--- src/sv/csvc_pkg.sv ---
`timescale 1ns / 1ps
// Shared types, widths and constants for the cel-shade vertex coordinate core.
// No dependencies; every other file refers to this package by scoped names.
package csvc_pkg;

    localparam int FRAC_BITS = 14;
    localparam int LANE_W    = 16;
    localparam int CFG_W     = 3 * LANE_W;
    localparam int CFG_IDX_W = 2;

    // Rotated component: three 16x16 products summed.
    localparam int ROT_W    = 2 * LANE_W + 2;
    localparam int MAG_W    = ROT_W - 2;
    // The largest normalised magnitude lies in [2^(NORM_W-1), 2^NORM_W) unless all are zero.
    localparam int NORM_W   = 30;
    localparam int NORM_MSB = NORM_W - 1;
    localparam int MSB_W    = $clog2(MAG_W);
    localparam int SQ_W     = 2 * NORM_W + 2;
    localparam int LP_W     = NORM_W + 1 + LANE_W;
    localparam int DOT_W    = LP_W + 2;
    localparam int ROOT_W   = SQ_W / 2;
    localparam int NS       = SQ_W / 2;
    localparam int QB       = FRAC_BITS + 1;
    localparam int SHADE_W  = 15;
    localparam logic [SHADE_W-1:0] SHADE_CAP = SHADE_W'(1) << FRAC_BITS;

    typedef enum logic [CFG_IDX_W-1:0] {
        CFG_ROT_X = 2'd0,
        CFG_ROT_Y = 2'd1,
        CFG_ROT_Z = 2'd2,
        CFG_LIGHT = 2'd3
    } t_cfg_idx;

    localparam logic [CFG_W-1:0] ROT_X_RST = 48'd16384;
    localparam logic [CFG_W-1:0] ROT_Y_RST = 48'd1073741824;
    localparam logic [CFG_W-1:0] ROT_Z_RST = 48'd70368744177664;
    localparam logic [CFG_W-1:0] LIGHT_RST = 48'd70368744177664;

    typedef struct packed {
        logic signed [LANE_W-1:0] normal_x;
        logic signed [LANE_W-1:0] normal_y;
        logic signed [LANE_W-1:0] normal_z;
        logic                     last_in;
    } t_in;

    typedef struct packed {
        logic [SHADE_W-1:0] shade;
        logic               last_out;
    } t_out;

    // Front end to square root: sum of squares and light dot product.
    typedef struct packed {
        logic [SQ_W-1:0]         sq;
        logic signed [DOT_W-1:0] dot;
        logic                    last;
    } t_front;

    // Square root to divider: vector length and dot product.
    typedef struct packed {
        logic [ROOT_W-1:0]       len;
        logic signed [DOT_W-1:0] dot;
        logic                    last;
    } t_len;

    function automatic logic signed [LANE_W-1:0] lane(input logic [CFG_W-1:0] r,
                                                      input int idx);
        return $signed(r[LANE_W*idx +: LANE_W]);
    endfunction

endpackage

--- src/sv/csvc_div.sv ---
`timescale 1ns / 1ps
// Pipelined restoring divider for dot / length with clamp, plus the output register.
// Depends on csvc_pkg.
module csvc_div (
    input  logic             i_clk,
    input  logic             i_rst_n,
    input  logic             i_en,
    input  logic             i_valid,
    input  csvc_pkg::t_len   i_data,
    output logic             o_valid,
    output csvc_pkg::t_out   o_data
);
    localparam int N     = csvc_pkg::QB;
    localparam int REM_W = csvc_pkg::DOT_W - 1;

    // pre-stage: sign test and overflow check
    logic                         r0_v;
    logic                         r0_pos;
    logic                         r0_sat;
    logic                         r0_last;
    logic [REM_W-1:0]             r0_rem;
    logic [csvc_pkg::ROOT_W-1:0]  r0_len;

    logic [REM_W-1:0]             r_rem  [N];
    logic [csvc_pkg::ROOT_W-1:0]  r_len  [N];
    logic [N-1:0]                 r_q    [N];
    logic [N-1:0]                 r_pos;
    logic [N-1:0]                 r_sat;
    logic [N-1:0]                 r_last;
    logic [N-1:0]                 r_v;

    logic                         r_out_v;
    csvc_pkg::t_out               r_out;

    logic [REM_W-1:0] n_rem0;
    logic [REM_W-1:0] sat_den;

    assign n_rem0  = i_data.dot[REM_W-1:0];
    assign sat_den = REM_W'(i_data.len) << N;

    always_ff @(posedge i_clk) begin
        if (!i_rst_n) begin
            r0_v <= 1'b0;
        end else if (i_en) begin
            r0_v <= i_valid;
        end
    end

    always_ff @(posedge i_clk) begin
        if (i_en) begin
            r0_pos  <= (i_data.dot > 0);
            r0_sat  <= (n_rem0 >= sat_den);
            r0_rem  <= n_rem0;
            r0_len  <= i_data.len;
            r0_last <= i_data.last;
        end
    end

    for (genvar j = 0; j < N; j++) begin : g_stage
        localparam int K = N - 1 - j;

        logic [REM_W-1:0]            rem_in;
        logic [csvc_pkg::ROOT_W-1:0] len_in;
        logic [N-1:0]                q_in;
        logic                        pos_in;
        logic                        sat_in;
        logic                        last_in;
        logic                        v_in;
        logic [REM_W-1:0]            den;

        if (j == 0) begin : g_first
            assign rem_in  = r0_rem;
            assign len_in  = r0_len;
            assign q_in    = '0;
            assign pos_in  = r0_pos;
            assign sat_in  = r0_sat;
            assign last_in = r0_last;
            assign v_in    = r0_v;
        end else begin : g_next
            assign rem_in  = r_rem[j-1];
            assign len_in  = r_len[j-1];
            assign q_in    = r_q[j-1];
            assign pos_in  = r_pos[j-1];
            assign sat_in  = r_sat[j-1];
            assign last_in = r_last[j-1];
            assign v_in    = r_v[j-1];
        end

        assign den = REM_W'(len_in) << K;

        always_ff @(posedge i_clk) begin
            if (!i_rst_n) begin
                r_v[j] <= 1'b0;
            end else if (i_en) begin
                r_v[j] <= v_in;
            end
        end

        always_ff @(posedge i_clk) begin
            if (i_en) begin
                if (rem_in >= den) begin
                    r_rem[j] <= rem_in - den;
                    r_q[j]   <= q_in | (N'(1) << K);
                end else begin
                    r_rem[j] <= rem_in;
                    r_q[j]   <= q_in;
                end
                r_len[j]  <= len_in;
                r_pos[j]  <= pos_in;
                r_sat[j]  <= sat_in;
                r_last[j] <= last_in;
            end
        end
    end

    always_ff @(posedge i_clk) begin
        if (!i_rst_n) begin
            r_out_v <= 1'b0;
        end else if (i_en) begin
            r_out_v <= r_v[N-1];
        end
    end

    always_ff @(posedge i_clk) begin
        if (i_en) begin
            if (!r_pos[N-1]) begin
                r_out.shade <= '0;
            end else if (r_sat[N-1] || (r_q[N-1] > N'(csvc_pkg::SHADE_CAP))) begin
                r_out.shade <= csvc_pkg::SHADE_CAP;
            end else begin
                r_out.shade <= csvc_pkg::SHADE_W'(r_q[N-1]);
            end
            r_out.last_out <= r_last[N-1];
        end
    end

    assign o_valid = r_out_v;
    assign o_data  = r_out;

endmodule

--- config.mk ---
export PLATFORM = sky130hd
export DESIGN_NAME = csvc_div
export DESIGN_NICKNAME = d
export VERILOG_FILES = /design/src/sv/csvc_pkg.sv /design/src/sv/csvc_div.sv
export SDC_FILE = /design/constraint.sdc
export NUM_CORES = 2
export LEC_CHECK = 0
export BUFFER_PORTS_ARGS = -buffer_cell sky130_fd_sc_hd__buf_2
export CAP_MARGIN = 10
export CORE_UTILIZATION = 30
export DETAILED_ROUTE_END_ITERATION = 10
export GPL_TIMING_DRIVEN = 0
export SETUP_SLACK_MARGIN = 0.1
export SYNTH_ARGS = -nofsm -noshare
export SYNTH_HDL_FRONTEND = slang
export SYNTH_SLANG_ARGS = --single-unit
--- constraint.sdc ---
create_clock -name i_clk -period 3.5 [get_ports i_clk]
set_input_delay 0.7 -clock i_clk [delete_from_list [all_inputs] [get_ports i_clk]]
set_output_delay 0.7 -clock i_clk [all_outputs]
set_load 0.01 [all_outputs]
; After elaboration in Yosys (flattened, before gate mapping)
; Memory sizes are Yosys's and may differ from the RTL's.
; Cells that the tools add are included.
[word_totals]
latchBits = 0
ram_bits = 1410
rom_bits = 0
n_memories = 3
register_bits = 160
out_inout_bits = 17
[op_classes]
reduce_logical = 2
order_cmp = 18
div = 0
bitwise_logic = 31
add_sub_neg = 15
multipliers = 0
shifts = 0
eq_ne = 0
mux = 123
[mem_list]
columns = memory, words, word_bits, rd, rd_ports_with_merged_regs, wr, line_no
row1 = r_rem, 15, 48, 14, 0, 15, csvc_div.sv:24  ; logic [REM_W-1:0] r_rem [N];
row2 = r_len, 15, 31, 14, 0, 15, csvc_div.sv:25  ; logic [csvc_pkg::ROOT_W-1:0] r_len [N];
row3 = r_q, 15, 15, 15, 0, 15, csvc_div.sv:26  ; logic [N-1:0] r_q [N];
[op_table]
columns = operator, count
row1 = 48-bit 2-to-1 mux, 15
row2 = 15-bit 2-to-1 mux, 16
row3 = 1-bit 2-to-1 mux, 92
row4 = "49-bit by 1-bit > comparator with 1-bit output, second input constant", 1
row5 = 48-bit by 31-bit >= comparator with 1-bit output, 1
row6 = 48-bit by 32-bit >= comparator with 1-bit output, 1
row7 = 48-bit by 33-bit >= comparator with 1-bit output, 1
row8 = 48-bit by 34-bit >= comparator with 1-bit output, 1
row9 = 48-bit by 35-bit >= comparator with 1-bit output, 1
row10 = 48-bit by 36-bit >= comparator with 1-bit output, 1
row11 = 48-bit by 37-bit >= comparator with 1-bit output, 1
row12 = 48-bit by 38-bit >= comparator with 1-bit output, 1
row13 = 48-bit by 39-bit >= comparator with 1-bit output, 1
row14 = 48-bit by 40-bit >= comparator with 1-bit output, 1
row15 = 48-bit by 41-bit >= comparator with 1-bit output, 1
row16 = 48-bit by 42-bit >= comparator with 1-bit output, 1
row17 = 48-bit by 43-bit >= comparator with 1-bit output, 1
row18 = 48-bit by 44-bit >= comparator with 1-bit output, 1
row19 = 48-bit by 45-bit >= comparator with 1-bit output, 1
row20 = 48-bit by 46-bit >= comparator with 1-bit output, 1
row21 = 48-bit by 31-bit subtractor with 48-bit output, 1
row22 = 48-bit by 32-bit subtractor with 48-bit output, 1
row23 = 48-bit by 33-bit subtractor with 48-bit output, 1
row24 = 48-bit by 34-bit subtractor with 48-bit output, 1
row25 = other kinds (16), 45

; Depth between registers and ports, before layout
; An unclocked memory read counts as a cell.
[logic_depth]
ltp_word = 6
depth_mapped = 16
mapped_depth_nobuf = 15

; Worst setup path after synthesis
; Ideal clock, no wire load.
[synth_timing]
kind = input -> register
from = input port i_en
to = memory r_q[1][10] (netlist name), enable pin
arrival_ps = 3243
cell_stages = 4
setup_ps = 435
t_required_ps = 3065
path_slack_ps = -178
path_buffers = 4
path_cell_list = clkbuf_1 -> clkbuf_1 -> clkbuf_1 -> clkbuf_1
[synth_lines]
columns = element, line_no
row1 = start: declaration, csvc_div.sv:7  ; input logic i_en,
row2 = end: declaration, csvc_div.sv:26

==> reports/qor.txt <==
Final hold violations -> 0
Leakage -> 35.8 nW
Nature of the critical path endpoint -> flip-flop
VDD IR max -> 0.528 mV
Post-synthesis net count -> 7401
Final Cycle Share -> 1.02
Gpl congestion -> 0.965
Ports -> 102
Die Span X -> 506 um
Clock Root Buffer -> clkbuf_16
Drt first pass iters -> 6
FILL cells -> 24200
Crit-path max FO -> 8
Crit path largest cell delay -> 400 ps
Crit-path cells -> inv_1, ha_2, inv_2, fa_2, a221o_1, a31oi_4, a31oi_4, a311oi_2, buf_4, o2111ai_4, a21o_4, buf_12, buf_12, mux2_4
First-pass GRT wire length -> 297000 um
Share of total power in the clock network -> 0.225
Hold-fix buffers, CTS -> 0
Status -> complete, but fails checks
Die Footprint -> 256000 sq um
Worst EP arrival -> 4100 ps
Initial core utilization -> 0.302
Share of layout cells above drive strength 1 -> 0.175
Worst-path clk slew -> 60 ps
Final Util -> 0.367
Total gr overflow -> 0
Cell area after layout -> 92400 sq um
Pre-CTS WS -> -3440 ps
Clk sinks -> 1386
WL final -> 196000 um
Multi-input gate area -> 35100 sq um
Primary FF master, synth -> edfxtp_1
Switch share -> 0.359
Post-Syn Instances -> 6806
Number of synthesized register bits -> 1386
Critical path buffer and inverter count -> 5
Vias -> 52500
Post-synth ARST share -> 0
H-tree depth -> 4
Unrepaired setup endpoints after global routing -> yes
Area grow syn2layout -> 21.3%
WHS -> 86.7 ps
DRC -> 0
Pwr Total -> 0.0715 W
Clk buf depth -> 3
Net Switching -> 0.0257 W
Startpoint types -> flip-flop
Crit path max-delay family -> compound AO/OA/AOI/OAI gates
CTS tree -> done
Post-synth EDFFs -> 1369
Synth warn -> 0
Internal power -> 0.0459 W
Max Slew Vio Count -> 0
Relative slew slack -> 0.329
Distinct cells, synth -> 95
Routed WL per cell -> 18.3 um
Final min period -> 3570 ps
Max frequency -> 280 MHz
Initial antenna violation count -> 2
Cell Area, Synth -> 76200 sq um
Critical-path top delay cell -> edfxtp_1
Cell area power density -> 774 nW/um^2
Comb pwr share -> 0.416
Max-cap check violation count -> 0
Fin worst setup slack -> -67.1 ps
Placement Cell Area -> 81300 sq um
Net count, final -> 7854
CTS buffer count -> 152
Largest net degree at the start of global routing -> 116
Overall routing resource usage -> 0.147
Worst min path class -> primary input to flip-flop
IO Port Bufs -> 101
Final setup fails -> 33
FF/Latch Area -> 41400 sq um
Failing checks -> setup timing
Chip height -> 506 um
Row count -> 184
Detail-routed via count per cell -> 4.90
Slew @ Worst Pin -> 998 ps
Sequential power share -> 0.359
Core Area -> 252000 sq um
Vias in the first global route -> 53800
ANT nets after route -> 0
DRT iter0 DRCs -> 3460
Avg Cell Area, Syn -> 11.2 sq um
Post-DP HPWL -> 146000 um
Clock Latency Late Sink -> 790 ps
Worst Skew -> 29.5 ps
CP required -> 4030 ps
Crit path kind -> flip-flop to flip-flop
Post-synthesis sequential area ratio -> 0.544
stage by stage:
stage	cells	setup TNS, ps
after floorplan	6806	0
after global placement	10300	-
after detailed placement	10300	-3688830
after CTS	10600	-334
after global routing	10700	-9410
final	10700	-879
cells in the mapped netlist (23+ instances only):
cell type | n | share of area
clkbuf_1 | 149 | 0.0073
o2111ai_1 | 23 | 0.0026
ha_1 | 496 | 0.081
and3_1 | 59 | 0.0048
a21o_1 | 293 | 0.029
xnor2_1 | 317 | 0.036
nand2_1 | 489 | 0.024
o21a_1 | 57 | 0.0056
nand4_1 | 108 | 0.0089
nor4_1 | 65 | 0.0053
o21bai_1 | 50 | 0.0049
nor3_1 | 87 | 0.0057
a21oi_1 | 541 | 0.036
edfxtp_1 | 1369 | 0.54
and2_1 | 46 | 0.0038
nand3_1 | 130 | 0.0085
mux2_2 | 82 | 0.012
inv_1 | 631 | 0.031
nor2_1 | 408 | 0.020
a211oi_1 | 37 | 0.0036
nand2b_1 | 72 | 0.0059
a31oi_1 | 60 | 0.0049
or3_1 | 28 | 0.0023
xor2_1 | 187 | 0.021
o211ai_1 | 44 | 0.0043
buf_2 | 27 | 0.0018
o31ai_1 | 32 | 0.0032
nor2b_1 | 87 | 0.0071
o21ai_0 | 424 | 0.028
power groups by stage:
| stage | Clock [W] | Combinational [W] | Sequential, W |
|---|---|---|---|
| 2_1_floorplan | 0 | 0.0198 | 0.0249 |
| 3_3_place_gp | 0 | 0.0251 | 0.0259 |
| 3_5_place_dp | 0 | 0.0254 | 0.0258 |
| 4_1_cts | 0.0165 | 0.0273 | 0.0255 |
| 5_1_grt | 0.0172 | 0.0327 | 0.0260 |
| 6_report | 0.0161 | 0.0298 | 0.0257 |
logic make-up after synthesis:
kind of cell	count (synthesis)	synth area share
buffers and inverters	821	0.0409
flip-flops	1386	0.544
multiplexers	105	0.0152
XOR/XNOR	504	0.0579
AO/OA/AOI/OAI	1764	0.145
AND/OR/NAND/NOR	1716	0.111
adder cells (fa/ha/maj)	510	0.0851
repair_timing:
item / in CTS / in global routing
resized for setup: 485 / 552
hold endpoints to repair: 0 / 0
pin swaps: 93 / 199
setup endpoints to repair: 1391 / 503
gates cloned: 10 / 12
buffers inserted: 81 / 109
flip-flops by register name (all words and copies together) (netlist names):
signal	cells
r_len	434
r_v	1
g_stage.pos_in	15
g_stage.len_in	31
g_stage.last_in	15
r_last	1
g_stage.sat_in	15
g_stage.v_in	15
r_rem	672
o_valid	1
r_sat	1
o_data	16
r_pos	1
g_stage.rem_in	48
r_q	120
area by class of cell:
type	count	share of cell area
diodes	1	0.0000271
plain buffers	158	0.0137
clock buffers	180	0.0428
clock inverters	97	0.0115
inverters	635	0.0262
multi-input cells	4599	0.380
flip-flops and latches	1386	0.449
well taps	3348	0.0453
repair buffers	327	0.0324
metal layers:
layer  global-route usage  wire length [um]  vias up  share of wire
met5                    0                 0        -              0
met3               0.0197              6070      599          0.031
li1                     -                 -    26000              -
met1                0.155             75600    24700           0.39
met2                0.276            101000     1288           0.51
met4               0.0885             13500        0          0.069
layout by cell type (no fill, tap or decap), types with 31 or more instances in the layout:
cell,n
o21bai_1,45
ha_1,437
buf_2,111
clkbuf_16,167
nand4_1,108
nor3_1,63
o211ai_1,44
and2_1,45
o21a_1,53
nor2b_1,81
o21ai_2,32
buf_4,176
ha_4,33
inv_1,615
a31oi_1,40
o21ai_0,352
nor4_1,53
and3_1,48
nor2_1,358
clkbuf_2,31
nand2b_1,70
o21ai_1,37
nand3_1,113
a21oi_2,41
a21o_1,292
xnor2_1,315
clkbuf_1,71
a21oi_1,489
mux2_2,68
edfxtp_1,1369
xor2_1,187
nand2_1,466
worst reg2reg max path, stage by stage, from the launching register on:
cell,delay (ps)
edfxtp_1,400
inv_1,80
ha_2,170
inv_2,40
fa_2,360
a221o_1,390
a31oi_4,220
a31oi_4,130
a311oi_2,270
buf_4,200
o2111ai_4,130
a21o_4,290
buf_12,170
buf_12,160
mux2_4,310
path summary, 6_finish.rpt:
path,from,end,slack (ps),depth (start not counted)
setup / recovery,g_stage[0].rem_in[14],r_rem[0][44],-70,14
hold / removal,i_data[0],g_stage[0].last_in,90,1
setup reg to reg,g_stage[0].rem_in[14],r_rem[0][44],-70,14
hold reg to reg,r_q[1][82],r_q[1][97],410,0
Note: power is estimated with default switching activity, not from simulation.
